--- config.mk ---
export PLATFORM = sky130hd
export DESIGN_NAME = tiled_surface_address_core_flat
export DESIGN_NICKNAME = d
export VERILOG_FILES = /design/src/rtl/tsa_pkg.sv /design/src/rtl/tsa_if.sv /design/src/rtl/tsa_csr.sv /design/src/rtl/tsa_geom.sv /design/src/rtl/tsa_merge.sv /design/src/rtl/tiled_surface_address_core.sv /design/src/flat_wrapper.sv
export SDC_FILE = /design/constraint.sdc
export NUM_CORES = 1
export LEC_CHECK = 0
export BUFFER_PORTS_ARGS = -buffer_cell sky130_fd_sc_hd__buf_4
export CAP_MARGIN = 40
export CORE_MARGIN = 5
export CORE_UTILIZATION = 57
export CTS_CLUSTER_SIZE = 30
export DETAILED_ROUTE_END_ITERATION = 7
export PLACE_DENSITY = 0.75
export REMOVE_ABC_BUFFERS = 1
export SETUP_SLACK_MARGIN = 0.5
export SYNTH_ARGS = -nofsm -noshare
export SYNTH_HDL_FRONTEND = slang
export SYNTH_SLANG_ARGS = --single-unit
--- constraint.sdc ---
create_clock -name clock -period 6.6 [get_ports clock]
set_input_delay 0.66 -clock clock [delete_from_list [all_inputs] [get_ports clock]]
set_output_delay 0.66 -clock clock [all_outputs]
set_load 0.02 [all_outputs]
--- src/rtl/tsa_pkg.sv ---
package tsa_pkg;

   // Micro tile geometry
   localparam int TILE_DIM        = 8;
   localparam int TILE_SHIFT      = $clog2(TILE_DIM);
   localparam int TILE_AREA_SHIFT = 2 * TILE_SHIFT;
   localparam int COORD_BITS_DEF  = 14;

   // Field widths
   localparam int EB_W      = 5;
   localparam int PITCH_W   = 18;
   localparam int GROUP_W   = 11;
   localparam int CHAN_W    = 4;
   localparam int BANK_W    = 4;
   localparam int LOG_W     = 4;
   localparam int EB_LOG_W  = 3;
   localparam int SEL_LOG_W = 2;
   localparam int OFF_W     = 32;
   localparam int PN_W      = 6;
   localparam int SWZ_W     = 3;
   localparam int ELEM_OFF_W   = 11;
   localparam int TILE_BYTES_W = EB_W + TILE_AREA_SHIFT;
   localparam int PERROW_W     = PITCH_W - TILE_SHIFT;

   localparam int CSR_IDX_W  = 3;
   localparam int CSR_DATA_W = PITCH_W;

   // Stencil bytes precede the depth plane inside a 4-byte depth tile
   localparam int STENCIL_PLANE_BYTES = 64;

   // Element sizes with a defined in-tile layout
   localparam logic [EB_W-1:0] EB_1  = 5'd1;
   localparam logic [EB_W-1:0] EB_2  = 5'd2;
   localparam logic [EB_W-1:0] EB_4  = 5'd4;
   localparam logic [EB_W-1:0] EB_8  = 5'd8;
   localparam logic [EB_W-1:0] EB_16 = 5'd16;

   localparam logic [CHAN_W-1:0] CH_4 = 4'd4;
   localparam logic [CHAN_W-1:0] CH_8 = 4'd8;
   localparam logic [BANK_W-1:0] BK_4 = 4'd4;
   localparam logic [BANK_W-1:0] BK_8 = 4'd8;

   typedef enum logic [CSR_IDX_W-1:0] {
      CSR_TILE_MODE        = 3'd0,
      CSR_ELEM_SIZE        = 3'd1,
      CSR_PITCH_BYTES      = 3'd2,
      CSR_GROUP_BYTES      = 3'd3,
      CSR_CHAN_COUNT       = 3'd4,
      CSR_BANK_COUNT       = 3'd5,
      CSR_ALT_BANK_SWIZZLE = 3'd6
   } csr_index_type;

   // index of the highest set bit, zero for zero
   function automatic logic [LOG_W-1:0] floor_log2(input logic [GROUP_W-1:0] v);
      logic [LOG_W-1:0] r;
      r = '0;
      for (int i = 1; i < GROUP_W; i++) begin
         if (v[i]) r = LOG_W'(i);
      end
      return r;
   endfunction

   // Reset values
   localparam logic                RST_TILE_MODE   = 1'b1;
   localparam logic [EB_W-1:0]     RST_ELEM_BYTES  = 5'd4;
   localparam logic [PITCH_W-1:0]  RST_PITCH_BYTES = 18'd4096;
   localparam logic [GROUP_W-1:0]  RST_GROUP_BYTES = 11'd256;
   localparam logic [CHAN_W-1:0]   RST_NUM_CHAN    = 4'd2;
   localparam logic [BANK_W-1:0]   RST_NUM_BANKS   = 4'd4;
   localparam logic                RST_ALT_SWZ     = 1'b0;

   // Configuration with the log2 of each size kept next to it
   typedef struct packed {
      logic                  tile_mode;
      logic [EB_W-1:0]       elem_size;
      logic [EB_LOG_W-1:0]   eb_log;
      logic [PITCH_W-1:0]    pitch_bytes;
      logic [LOG_W-1:0]      gbits;
      logic [CHAN_W-1:0]     chan_count;
      logic [SEL_LOG_W-1:0]  cbits;
      logic [BANK_W-1:0]     bank_count;
      logic [SEL_LOG_W-1:0]  bbits;
      logic                  alt_bank_swizzle;
   } cfg_type;

   // Per-item data that travels beside the tile index
   typedef struct packed {
      logic [ELEM_OFF_W-1:0] elem_off;
      logic [SWZ_W-1:0]      channel;
      logic [SWZ_W-1:0]      bank;
   } place_type;

endpackage

--- src/rtl/tsa_if.sv ---
interface tsa_req_if #(parameter int COORD_BITS = tsa_pkg::COORD_BITS_DEF) ();
   logic                  valid;
   logic                  ready;
   logic [COORD_BITS-1:0] pixel_x;
   logic [COORD_BITS-1:0] pixel_y;
   logic                  depth_surface;
   logic                  stencil_plane;

   modport source (output valid, pixel_x, pixel_y, depth_surface, stencil_plane, input ready);
   modport sink   (input valid, pixel_x, pixel_y, depth_surface, stencil_plane, output ready);
endinterface

interface tsa_rsp_if ();
   logic                       valid;
   logic                       ready;
   logic [tsa_pkg::OFF_W-1:0]  byte_offset;

   modport source (output valid, byte_offset, input ready);
   modport sink   (input valid, byte_offset, output ready);
endinterface

--- src/rtl/tsa_csr.sv ---
module tsa_csr (
   input  logic                             clock,
   input  logic                             reset,
   input  logic                             csr_we,
   input  logic [tsa_pkg::CSR_IDX_W-1:0]    csr_index,
   input  logic [tsa_pkg::CSR_DATA_W-1:0]   csr_wdata,
   output tsa_pkg::cfg_type                 cfg
);

   tsa_pkg::cfg_type cfg_ff;
   tsa_pkg::cfg_type cfg_in;
   tsa_pkg::cfg_type cfg_rst;

   always_comb begin
      cfg_rst = '0;
      cfg_rst.tile_mode        = tsa_pkg::RST_TILE_MODE;
      cfg_rst.elem_size        = tsa_pkg::RST_ELEM_BYTES;
      cfg_rst.eb_log           = tsa_pkg::EB_LOG_W'(tsa_pkg::floor_log2(
                                    tsa_pkg::GROUP_W'(tsa_pkg::RST_ELEM_BYTES)));
      cfg_rst.pitch_bytes      = tsa_pkg::RST_PITCH_BYTES;
      cfg_rst.gbits            = tsa_pkg::floor_log2(tsa_pkg::RST_GROUP_BYTES);
      cfg_rst.chan_count       = tsa_pkg::RST_NUM_CHAN;
      cfg_rst.cbits            = tsa_pkg::SEL_LOG_W'(tsa_pkg::floor_log2(
                                    tsa_pkg::GROUP_W'(tsa_pkg::RST_NUM_CHAN)));
      cfg_rst.bank_count       = tsa_pkg::RST_NUM_BANKS;
      cfg_rst.bbits            = tsa_pkg::SEL_LOG_W'(tsa_pkg::floor_log2(
                                    tsa_pkg::GROUP_W'(tsa_pkg::RST_NUM_BANKS)));
      cfg_rst.alt_bank_swizzle = tsa_pkg::RST_ALT_SWZ;
   end

   always_comb begin
      cfg_in = cfg_ff;
      if (csr_we) begin
         unique case (tsa_pkg::csr_index_type'(csr_index))
            tsa_pkg::CSR_TILE_MODE: begin
               cfg_in.tile_mode = csr_wdata[0];
            end
            tsa_pkg::CSR_ELEM_SIZE: begin
               cfg_in.elem_size = csr_wdata[tsa_pkg::EB_W-1:0];
               cfg_in.eb_log = tsa_pkg::EB_LOG_W'(tsa_pkg::floor_log2(
                                  tsa_pkg::GROUP_W'(csr_wdata[tsa_pkg::EB_W-1:0])));
            end
            tsa_pkg::CSR_PITCH_BYTES: begin
               cfg_in.pitch_bytes = csr_wdata[tsa_pkg::PITCH_W-1:0];
            end
            tsa_pkg::CSR_GROUP_BYTES: begin
               cfg_in.gbits = tsa_pkg::floor_log2(csr_wdata[tsa_pkg::GROUP_W-1:0]);
            end
            tsa_pkg::CSR_CHAN_COUNT: begin
               cfg_in.chan_count = csr_wdata[tsa_pkg::CHAN_W-1:0];
               cfg_in.cbits = tsa_pkg::SEL_LOG_W'(tsa_pkg::floor_log2(
                                 tsa_pkg::GROUP_W'(csr_wdata[tsa_pkg::CHAN_W-1:0])));
            end
            tsa_pkg::CSR_BANK_COUNT: begin
               cfg_in.bank_count = csr_wdata[tsa_pkg::BANK_W-1:0];
               cfg_in.bbits = tsa_pkg::SEL_LOG_W'(tsa_pkg::floor_log2(
                                 tsa_pkg::GROUP_W'(csr_wdata[tsa_pkg::BANK_W-1:0])));
            end
            tsa_pkg::CSR_ALT_BANK_SWIZZLE: begin
               cfg_in.alt_bank_swizzle = csr_wdata[0];
            end
            default: begin
               cfg_in = cfg_ff;
            end
         endcase
      end
   end

   always_ff @(posedge clock) begin
      if (reset) begin
         cfg_ff <= cfg_rst;
      end else begin
         cfg_ff <= cfg_in;
      end
   end

   assign cfg = cfg_ff;

endmodule

--- src/rtl/tsa_geom.sv ---
// Tile index, in-tile byte offset and channel/bank swizzle for one item.
module tsa_geom #(
   parameter int COORD_BITS = tsa_pkg::COORD_BITS_DEF
) (
   input  tsa_pkg::cfg_type     cfg,
   input  logic [COORD_BITS-1:0] pixel_x,
   input  logic [COORD_BITS-1:0] pixel_y,
   input  logic                  depth_surface,
   input  logic                  stencil_plane,
   output logic [COORD_BITS-tsa_pkg::TILE_SHIFT+tsa_pkg::PERROW_W:0] tile_index,
   output tsa_pkg::place_type    place
);

   localparam int TC_W   = COORD_BITS - tsa_pkg::TILE_SHIFT;
   localparam int PROD_W = TC_W + tsa_pkg::PERROW_W;
   localparam int IDX_W  = PROD_W + 1;

   logic [TC_W-1:0]              tile_x, tile_y, row, col;
   logic [tsa_pkg::PITCH_W-1:0]  pitch_elems;
   logic [tsa_pkg::PERROW_W-1:0] pitch_tiles, per_row;
   logic [PROD_W-1:0]            row_prod;
   logic [COORD_BITS-1:0]        y_sh;
   logic [tsa_pkg::PN_W-1:0]     pn_depth, pn_color;
   logic [tsa_pkg::ELEM_OFF_W-1:0] color_off, depth_off, dz, elem_off;
   logic [tsa_pkg::SWZ_W-1:0]    chan_sel, bank_sel;
   logic                         alt4, alt8;

   // Row and column in tiles (1D) or macro tiles (2D)
   always_comb begin
      tile_x      = pixel_x[COORD_BITS-1:tsa_pkg::TILE_SHIFT];
      tile_y      = pixel_y[COORD_BITS-1:tsa_pkg::TILE_SHIFT];
      pitch_elems = cfg.pitch_bytes >> cfg.eb_log;
      pitch_tiles = pitch_elems[tsa_pkg::PITCH_W-1:tsa_pkg::TILE_SHIFT];
      if (cfg.tile_mode) begin
         row     = tile_y >> cfg.cbits;
         col     = tile_x >> cfg.bbits;
         per_row = pitch_tiles >> cfg.bbits;
      end else begin
         row     = tile_y;
         col     = tile_x;
         per_row = pitch_tiles;
      end
      row_prod   = PROD_W'(row) * PROD_W'(per_row);
      tile_index = {1'b0, row_prod} + IDX_W'(col);
   end

   // Element order inside a micro tile
   always_comb begin
      pn_depth = {pixel_y[2], pixel_x[2], pixel_y[1], pixel_x[1], pixel_y[0], pixel_x[0]};
      case (cfg.elem_size)
         tsa_pkg::EB_1:  pn_color = {pixel_y[2], pixel_y[0], pixel_y[1],
                                     pixel_x[2], pixel_x[1], pixel_x[0]};
         tsa_pkg::EB_2:  pn_color = {pixel_y[2], pixel_y[1], pixel_y[0],
                                     pixel_x[2], pixel_x[1], pixel_x[0]};
         tsa_pkg::EB_4:  pn_color = {pixel_y[2], pixel_y[1], pixel_x[2],
                                     pixel_y[0], pixel_x[1], pixel_x[0]};
         tsa_pkg::EB_8:  pn_color = {pixel_y[2], pixel_y[1], pixel_x[2],
                                     pixel_x[1], pixel_y[0], pixel_x[0]};
         tsa_pkg::EB_16: pn_color = {pixel_y[2], pixel_y[1], pixel_x[2],
                                     pixel_x[1], pixel_x[0], pixel_y[0]};
         default:        pn_color = '0;
      endcase
      color_off = tsa_pkg::ELEM_OFF_W'(pn_color) * tsa_pkg::ELEM_OFF_W'(cfg.elem_size);

      // 4-byte depth: stencil bytes first, then 3-byte depth values
      dz = tsa_pkg::ELEM_OFF_W'(pn_depth);
      case (cfg.elem_size)
         tsa_pkg::EB_2: depth_off = dz << 1;
         tsa_pkg::EB_4: depth_off = stencil_plane ? dz :
                           dz + (dz << 1) +
                           tsa_pkg::ELEM_OFF_W'(tsa_pkg::STENCIL_PLANE_BYTES);
         default:       depth_off = '0;
      endcase
      elem_off = depth_surface ? depth_off : color_off;
   end

   // Channel and bank swizzles; bank y bits sit above the channel bits
   always_comb begin
      y_sh = pixel_y >> cfg.cbits;
      alt4 = cfg.alt_bank_swizzle & pixel_x[5];
      alt8 = cfg.alt_bank_swizzle & pixel_x[6];
      case (cfg.chan_count)
         tsa_pkg::CH_4: chan_sel = {1'b0, pixel_x[3] ^ pixel_y[4],
                                    pixel_x[4] ^ pixel_y[3]};
         tsa_pkg::CH_8: chan_sel = {pixel_x[3] ^ pixel_y[5],
                                    pixel_x[4] ^ pixel_x[5] ^ pixel_y[4],
                                    pixel_x[5] ^ pixel_y[3]};
         default:       chan_sel = {2'b00, pixel_x[3] ^ pixel_y[3]};
      endcase
      case (cfg.bank_count)
         tsa_pkg::BK_4: bank_sel = {1'b0, pixel_x[4] ^ y_sh[3] ^ alt4,
                                    pixel_x[3] ^ y_sh[4]};
         tsa_pkg::BK_8: bank_sel = {pixel_x[5] ^ y_sh[3] ^ alt8,
                                    pixel_x[4] ^ y_sh[4] ^ y_sh[5],
                                    pixel_x[3] ^ y_sh[5]};
         default:       bank_sel = '0;
      endcase
   end

   assign place = {elem_off, chan_sel, bank_sel};

endmodule

--- src/rtl/tsa_merge.sv ---
// Macro tiles: offset split at the group boundary, channel/bank bits inserted.
module tsa_merge (
   input  tsa_pkg::cfg_type            cfg,
   input  logic [tsa_pkg::OFF_W-1:0]   total,
   input  tsa_pkg::place_type          place,
   output logic [tsa_pkg::OFF_W-1:0]   byte_offset
);

   logic [tsa_pkg::OFF_W-1:0]     gmask, low, high, chan_term, bank_term;
   logic [tsa_pkg::SWZ_W-1:0]     swz_sh;
   logic [tsa_pkg::LOG_W-1:0]     bank_sh;

   always_comb begin
      swz_sh    = {1'b0, cfg.cbits} + {1'b0, cfg.bbits};
      bank_sh   = cfg.gbits + {2'b00, cfg.cbits};
      gmask     = (tsa_pkg::OFF_W'(1) << cfg.gbits) - tsa_pkg::OFF_W'(1);
      low       = total & gmask;
      high      = (total & ~gmask) << swz_sh;
      chan_term = tsa_pkg::OFF_W'(place.channel) << cfg.gbits;
      bank_term = tsa_pkg::OFF_W'(place.bank) << bank_sh;
      // terms can overlap for degenerate channel counts, so add rather than OR
      byte_offset = cfg.tile_mode ? (bank_term + chan_term + low + high) : total;
   end

endmodule

--- src/rtl/tiled_surface_address_core.sv ---
// Channel | Dir | Fields
// req_ch  | in  | pixel_x, pixel_y (COORD_BITS), depth_surface, stencil_plane
// rsp_ch  | out | byte_offset (32)
// csr_*   | in  | csr_we, csr_index (3), csr_wdata (18), write only
//
// One item per cycle unless rsp_ch stalls; an accepted item passes every register stage below to rsp_ch.
// Four register stages: input, tile index product, linear offset, result.
// The row x pitch and index x tile bytes products sit in separate stages.
// reset (synchronous) empties the pipe and loads the register defaults.
// rsp_ch.ready low holds the result; up to four items queue before req_ch.ready drops.
module tiled_surface_address_core #(
   parameter int COORD_BITS = tsa_pkg::COORD_BITS_DEF
) (
   input  logic                            clock,
   input  logic                            reset,
   tsa_req_if.sink                         req_ch,
   tsa_rsp_if.source                       rsp_ch,
   input  logic                            csr_we,
   input  logic [tsa_pkg::CSR_IDX_W-1:0]   csr_index,
   input  logic [tsa_pkg::CSR_DATA_W-1:0]  csr_wdata
);

   localparam int IDX_W  = COORD_BITS - tsa_pkg::TILE_SHIFT + tsa_pkg::PERROW_W + 1;
   localparam int PROD_W = IDX_W + tsa_pkg::TILE_BYTES_W;

   tsa_pkg::cfg_type cfg;

   tsa_csr u_csr (
      .clock     (clock),
      .reset     (reset),
      .csr_we    (csr_we),
      .csr_index (csr_index),
      .csr_wdata (csr_wdata),
      .cfg       (cfg)
   );

   // pipe flow: a stage takes a new item when empty or when it moves on
   logic rdy1, rdy2, rdy3, rdy_o;
   logic v1_ff, v2_ff, v3_ff, vo_ff;
   logic v1_in, v2_in, v3_in, vo_in;

   assign rdy_o = !vo_ff || rsp_ch.ready;
   assign rdy3  = !v3_ff || rdy_o;
   assign rdy2  = !v2_ff || rdy3;
   assign rdy1  = !v1_ff || rdy2;
   assign req_ch.ready = rdy1;

   assign v1_in = rdy1  ? req_ch.valid : v1_ff;
   assign v2_in = rdy2  ? v1_ff : v2_ff;
   assign v3_in = rdy3  ? v2_ff : v3_ff;
   assign vo_in = rdy_o ? v3_ff : vo_ff;

   always_ff @(posedge clock) begin
      if (reset) begin
         v1_ff <= 1'b0;
         v2_ff <= 1'b0;
         v3_ff <= 1'b0;
         vo_ff <= 1'b0;
      end else begin
         v1_ff <= v1_in;
         v2_ff <= v2_in;
         v3_ff <= v3_in;
         vo_ff <= vo_in;
      end
   end

   // Input stage
   logic [COORD_BITS-1:0] x1_ff, y1_ff, x1_in, y1_in;
   logic                  dep1_ff, sten1_ff, dep1_in, sten1_in;

   assign x1_in    = rdy1 ? req_ch.pixel_x       : x1_ff;
   assign y1_in    = rdy1 ? req_ch.pixel_y       : y1_ff;
   assign dep1_in  = rdy1 ? req_ch.depth_surface : dep1_ff;
   assign sten1_in = rdy1 ? req_ch.stencil_plane : sten1_ff;

   always_ff @(posedge clock) begin
      x1_ff    <= x1_in;
      y1_ff    <= y1_in;
      dep1_ff  <= dep1_in;
      sten1_ff <= sten1_in;
   end

   // Tile index and in-tile placement
   logic [IDX_W-1:0]   idx_a;
   tsa_pkg::place_type place_a;

   tsa_geom #(.COORD_BITS(COORD_BITS)) u_geom (
      .cfg           (cfg),
      .pixel_x       (x1_ff),
      .pixel_y       (y1_ff),
      .depth_surface (dep1_ff),
      .stencil_plane (sten1_ff),
      .tile_index    (idx_a),
      .place         (place_a)
   );

   logic [IDX_W-1:0]   idx2_ff, idx2_in;
   tsa_pkg::place_type place2_ff, place2_in;

   assign idx2_in   = rdy2 ? idx_a   : idx2_ff;
   assign place2_in = rdy2 ? place_a : place2_ff;

   always_ff @(posedge clock) begin
      idx2_ff   <= idx2_in;
      place2_ff <= place2_in;
   end

   // Linear byte offset, kept modulo 2^32
   logic [tsa_pkg::TILE_BYTES_W-1:0] tile_size;
   logic [PROD_W-1:0]                tile_prod;
   logic [tsa_pkg::OFF_W-1:0]        total_b;

   assign tile_size = {cfg.elem_size, {tsa_pkg::TILE_AREA_SHIFT{1'b0}}};
   assign tile_prod = PROD_W'(idx2_ff) * PROD_W'(tile_size);
   assign total_b   = tsa_pkg::OFF_W'(tile_prod) + tsa_pkg::OFF_W'(place2_ff.elem_off);

   logic [tsa_pkg::OFF_W-1:0] total3_ff, total3_in;
   tsa_pkg::place_type        place3_ff, place3_in;

   assign total3_in = rdy3 ? total_b   : total3_ff;
   assign place3_in = rdy3 ? place2_ff : place3_ff;

   always_ff @(posedge clock) begin
      total3_ff <= total3_in;
      place3_ff <= place3_in;
   end

   // Final address
   logic [tsa_pkg::OFF_W-1:0] offset_c;

   tsa_merge u_merge (
      .cfg         (cfg),
      .total       (total3_ff),
      .place       (place3_ff),
      .byte_offset (offset_c)
   );

   logic [tsa_pkg::OFF_W-1:0] out_ff, out_in;

   assign out_in = rdy_o ? offset_c : out_ff;

   always_ff @(posedge clock) begin
      out_ff <= out_in;
   end

   assign rsp_ch.valid       = vo_ff;
   assign rsp_ch.byte_offset = out_ff;

endmodule

--- src/flat_wrapper.sv ---
// flat-port wrapper written by rule: the top's interface ports become plain ports
module tiled_surface_address_core_flat 
#(
   parameter int COORD_BITS = tsa_pkg::COORD_BITS_DEF
)
  (clock, reset, csr_we, csr_index, csr_wdata, req_ch_valid, req_ch_pixel_x, req_ch_pixel_y, req_ch_depth_surface, req_ch_stencil_plane, req_ch_ready, rsp_ch_valid, rsp_ch_byte_offset, rsp_ch_ready);
  tsa_req_if #(.COORD_BITS(COORD_BITS)) req_ch_i ();
  tsa_rsp_if rsp_ch_i ();
  input  logic clock;
  input  logic reset;
  input  logic csr_we;
  input  logic [tsa_pkg::CSR_IDX_W-1:0] csr_index;
  input  logic [tsa_pkg::CSR_DATA_W-1:0] csr_wdata;
  input wire logic [$bits(req_ch_i.valid)-1:0] req_ch_valid;
  input wire logic [$bits(req_ch_i.pixel_x)-1:0] req_ch_pixel_x;
  input wire logic [$bits(req_ch_i.pixel_y)-1:0] req_ch_pixel_y;
  input wire logic [$bits(req_ch_i.depth_surface)-1:0] req_ch_depth_surface;
  input wire logic [$bits(req_ch_i.stencil_plane)-1:0] req_ch_stencil_plane;
  output wire logic [$bits(req_ch_i.ready)-1:0] req_ch_ready;
  output wire logic [$bits(rsp_ch_i.valid)-1:0] rsp_ch_valid;
  output wire logic [$bits(rsp_ch_i.byte_offset)-1:0] rsp_ch_byte_offset;
  input wire logic [$bits(rsp_ch_i.ready)-1:0] rsp_ch_ready;
  assign req_ch_i.valid = req_ch_valid;
  assign req_ch_i.pixel_x = req_ch_pixel_x;
  assign req_ch_i.pixel_y = req_ch_pixel_y;
  assign req_ch_i.depth_surface = req_ch_depth_surface;
  assign req_ch_i.stencil_plane = req_ch_stencil_plane;
  assign req_ch_ready = req_ch_i.ready;
  assign rsp_ch_valid = rsp_ch_i.valid;
  assign rsp_ch_byte_offset = rsp_ch_i.byte_offset;
  assign rsp_ch_i.ready = rsp_ch_ready;
  tiled_surface_address_core #(.COORD_BITS(COORD_BITS)) u_core (.clock(clock), .reset(reset), .req_ch(req_ch_i), .rsp_ch(rsp_ch_i), .csr_we(csr_we), .csr_index(csr_index), .csr_wdata(csr_wdata));
endmodule
==> run_results.csv <==
group,metric,value,unit
sta,setup_slack,-0.0828,ns
logic_synthesis,synth_flop_cell,"edfxtp_1",
critical_path,cpMostUsedCell,"fa_1",
clock_tree,clk_latency,0.47,ns
sta,max_freq,150,MHz
logic_synthesis,synth-async-reset-ratio,0,%
logic_synthesis,synth_edf_count,143,
routing,routedWlPerCell,17.2,um
routing,remaining_drc_errors,0,
sta,whs,0.357,ns
routing,firstDrtPassIters,5,
sta,max_slew_margin,41.8,%
finish,fin_area,27300,sq um
logic_synthesis,netlist_area,23700,sq um
critical_path,start_kind,"flip-flop",
finish,post-route-util,66.6,%
grt,grt_overflow,0,
logic_synthesis,yosys-top-cells-area,"fa_1 21%, edfxtp_1 18%, ha_1 10%, nand2_1 5.9%, inv_1 5.4%",
routing,drt-initial-drc-count,1103,
grt,antenna_found_initial,0,
sta,setup_viol_count_final,5,
sta,finalMaxSlewViolations,0,
clock_tree,clockBufferDepth,2,
floorplanning,core,41000,sq um
finish,nFillCells,3263,
place,dp_hpwl,46000,um
clock_tree,clkSlewWorstSetupHoldPaths,0.08,ns
place,port-buffer-count,89,
floorplanning,initial_core_util,57.8,%
sta,finalCritPeriodShare,101,%
job,drv_cap,0,
clock_tree,cts_sinks,187,
floorplanning,die_area,45800,sq um
logic_synthesis,netlist_instances,2673,
power,powerDensity,247,nW/um^2
finish,layout-drive-gt1-share,17.4,%
grt,grt_max_degree,45,
routing,vias,19300,
logic_synthesis,synth.avg_cell_area,8.87,sq um
clock_tree,cts-root-buf,"clkbuf_16",
logic_synthesis,yosysWarnings,0,
clock_tree,cts_hold_buf,0,
logic_synthesis,synth_seq_cells,187,
logic_synthesis,ys_seq_area_share,21.8,%
sta,hold_viol,0,
sta,min_period,6.68,ns
critical_path,critPathRequiredTime,6.81,ns
finish,area_delta_synth_final,15.2,%
sta,skew,0.0181,ns
status,status,"finished, violations left",
place,gp_congestion,0.927,
grt,grtUsageTotal,25.4,%
power,ir_drop,0.243,mV
routing,wl,58600,um
critical_path,arrival,6.90,ns
logic_synthesis,synth_cell_types,78,
place,place_area,25700,sq um
finish,seqCellArea,5190,sq um
floorplanning,io_pins,90,
finish,multi_input_area,17500,sq um
hold_path,hold_class,"in -> reg",
finish,nets,3340,
critical_path,cp-end-kind,"flip-flop",
hold_path,min_delay_path_depth,1,
floorplanning,fp.dieH,214,um
critical_path,slowest_delay,0.55,ns
logic_synthesis,yosys.area.top_type,"fa_1",
grt,grt_first_pass_wirelength,97400,um
power,power_leakage,13.0,nW
floorplanning,num_rows,74,
finish,antenna_cells,0,
clock_tree,cts_tree,"built",
logic_synthesis,synth.most_common_cell,"nand2_1",
critical_path,critPathMaxFanout,7,
floorplanning,die_w,214,um
critical_path,slowest_stage,"fa_1",
clock_tree,htreeDepth,4,
logic_synthesis,yosys-top-cells-count,"373 x nand2_1, 343 x inv_1, 244 x fa_1, 189 x ha_1, 166 x nor2_1",
sta,worst_pin_slew,0.872,ns
logic_synthesis,netlist.area_leader.share,20.6,%
critical_path,worstSetupPathType,"reg -> reg",
clock_tree,cts_made_buffers,17,
sta,rsz0062_at_grt,"yes",
critical_path,reg2reg_depth,28,
routing,ant_nets,0,
status,violations,"setup timing",
routing,via_per_inst,5.67,
grt,first_global_vias,20200,
==> cell families (layout without fill, tap and decap cells) <==
family                     Yosys count  in the layout  synth area share (%)
and+or+nand+nor                    887            887                  17.7
buffers and inverters              460            645                  7.31
AOI/OAI and AO/OA                  445            445                  11.6
adders and majority gates          433            433                  30.6
DFF                                187            187                  21.8
muxes                              137            137                  6.34
xor gates and xnor gates           123            123                  4.58
other                                1              7                0.0158
==> where the power goes <==
part	total, W	leakage, nW	internal (W)	switching, W
logic	0.00389	10.8	0.00182	0.00207
clock network	0.00105	0.282	0.000510	0.000536
registers	0.00182	1.94	0.00161	0.000201
total	0.00675	13.0	0.00395	0.00281
==> what timing repair did <==
action                     in CTS  in global routing
gates resized for setup       117                 78
setup buffers                  18                 13
setup endpoints to repair      27                 32
pin swaps                      31                 33
gates cloned                    3                  0
==> layout make-up <==
class                   instances  share of cell area [%]
well taps                     532                    2.44
clock buffers                  17                    1.56
repair buffers                265                    7.63
flip-flops and latches        187                    19.0
clock inverters                15                   0.632
multi-input cells            2032                    63.9
inverters                     348                    4.78
==> per-layer routing <==
layer	GRT usage [%]	up-vias	share of wire, %
li1	-	9230	-
met1	30.6	9357	41
met2	46.4	541	51
met3	3.57	131	4.6
met4	9.08	0	3.2
met5	0	-	0
==> placed cells by master (no fill, tap or decap), drive strengths merged, types with 41 or more instances in the layout <==
| cell | n |
|---|---|
| nor2b | 41 |
| fa | 244 |
| nor2 | 166 |
| nand2 | 373 |
| o21ai | 97 |
| buf | 264 |
| a21oi | 154 |
| ha | 189 |
| and2 | 128 |
| xnor2 | 85 |
| edfxtp | 143 |
| mux2 | 55 |
| inv | 351 |
| mux2i | 77 |
| a21o | 41 |
| dfxtp | 44 |
==> final timing paths <==
| kind | from | to | slack [ns] |
|---|---|---|---|
| worst max-delay path | u_core.u_csr.cfg[36] | u_core.idx2_ff[22] | -0.08 |
| worst min register to register | u_core.place2_ff[11] | u_core.total3_ff[5] | 0.41 |
| worst min-delay path | req_ch_pixel_y[12] | u_core.y1_ff[12] | 0.36 |
| worst max register to register | u_core.u_csr.cfg[36] | u_core.idx2_ff[22] | -0.08 |
==> state kept, by name, indices dropped and copies added, names as in the netlist <==
| signal | flops |
|---|---|
| u_core.dep1_ff | 1 |
| u_core.y1_ff | 14 |
| u_core.total3_ff | 32 |
| u_core.rsp_ch.byte_offset | 32 |
| u_core.v2_ff | 1 |
| u_core.idx2_ff | 26 |
| u_core.sten1_ff | 1 |
| u_core.place2_ff | 17 |
| u_core.x1_ff | 14 |
| u_core.v3_ff | 1 |
| u_core.rsp_ch.valid | 1 |
| u_core.u_csr.cfg | 40 |
| u_core.v1_ff | 1 |
| u_core.place3_ff | 6 |
==> stage by stage <==
| stage | cells | TNS (ns) | power, W | setup WS, ns |
|---|---|---|---|---|
| 3_5_place_dp | 3330 | -2.30 | 0.00535 | -0.526 |
| 3_3_place_gp | 3328 | -1.04 | 0.00521 | -0.275 |
| 2_1_floorplan | 2567 | -18.49 | 0.00426 | -1.63 |
| 6_report | 3396 | -0.195 | 0.00675 | -0.0828 |
| 5_1_grt | 3396 | -1.81 | 0.00731 | -0.365 |
| 4_1_cts | 3383 | 0 | 0.00665 | 0.0387 |
==> worst max-delay path: cells and delay by family, from the launching register on <==
family | cells | cell delay [ns]
fa+ha+maj | 6 | 2.71
xor+xnor | 1 | 0.08
flops | 1 | 0.39
simple gates | 3 | 0.29
buf+inv | 5 | 0.59
mux | 4 | 0.99
compound gates | 9 | 1.37
No activity file was read; power rests on OpenSTA's default activity.
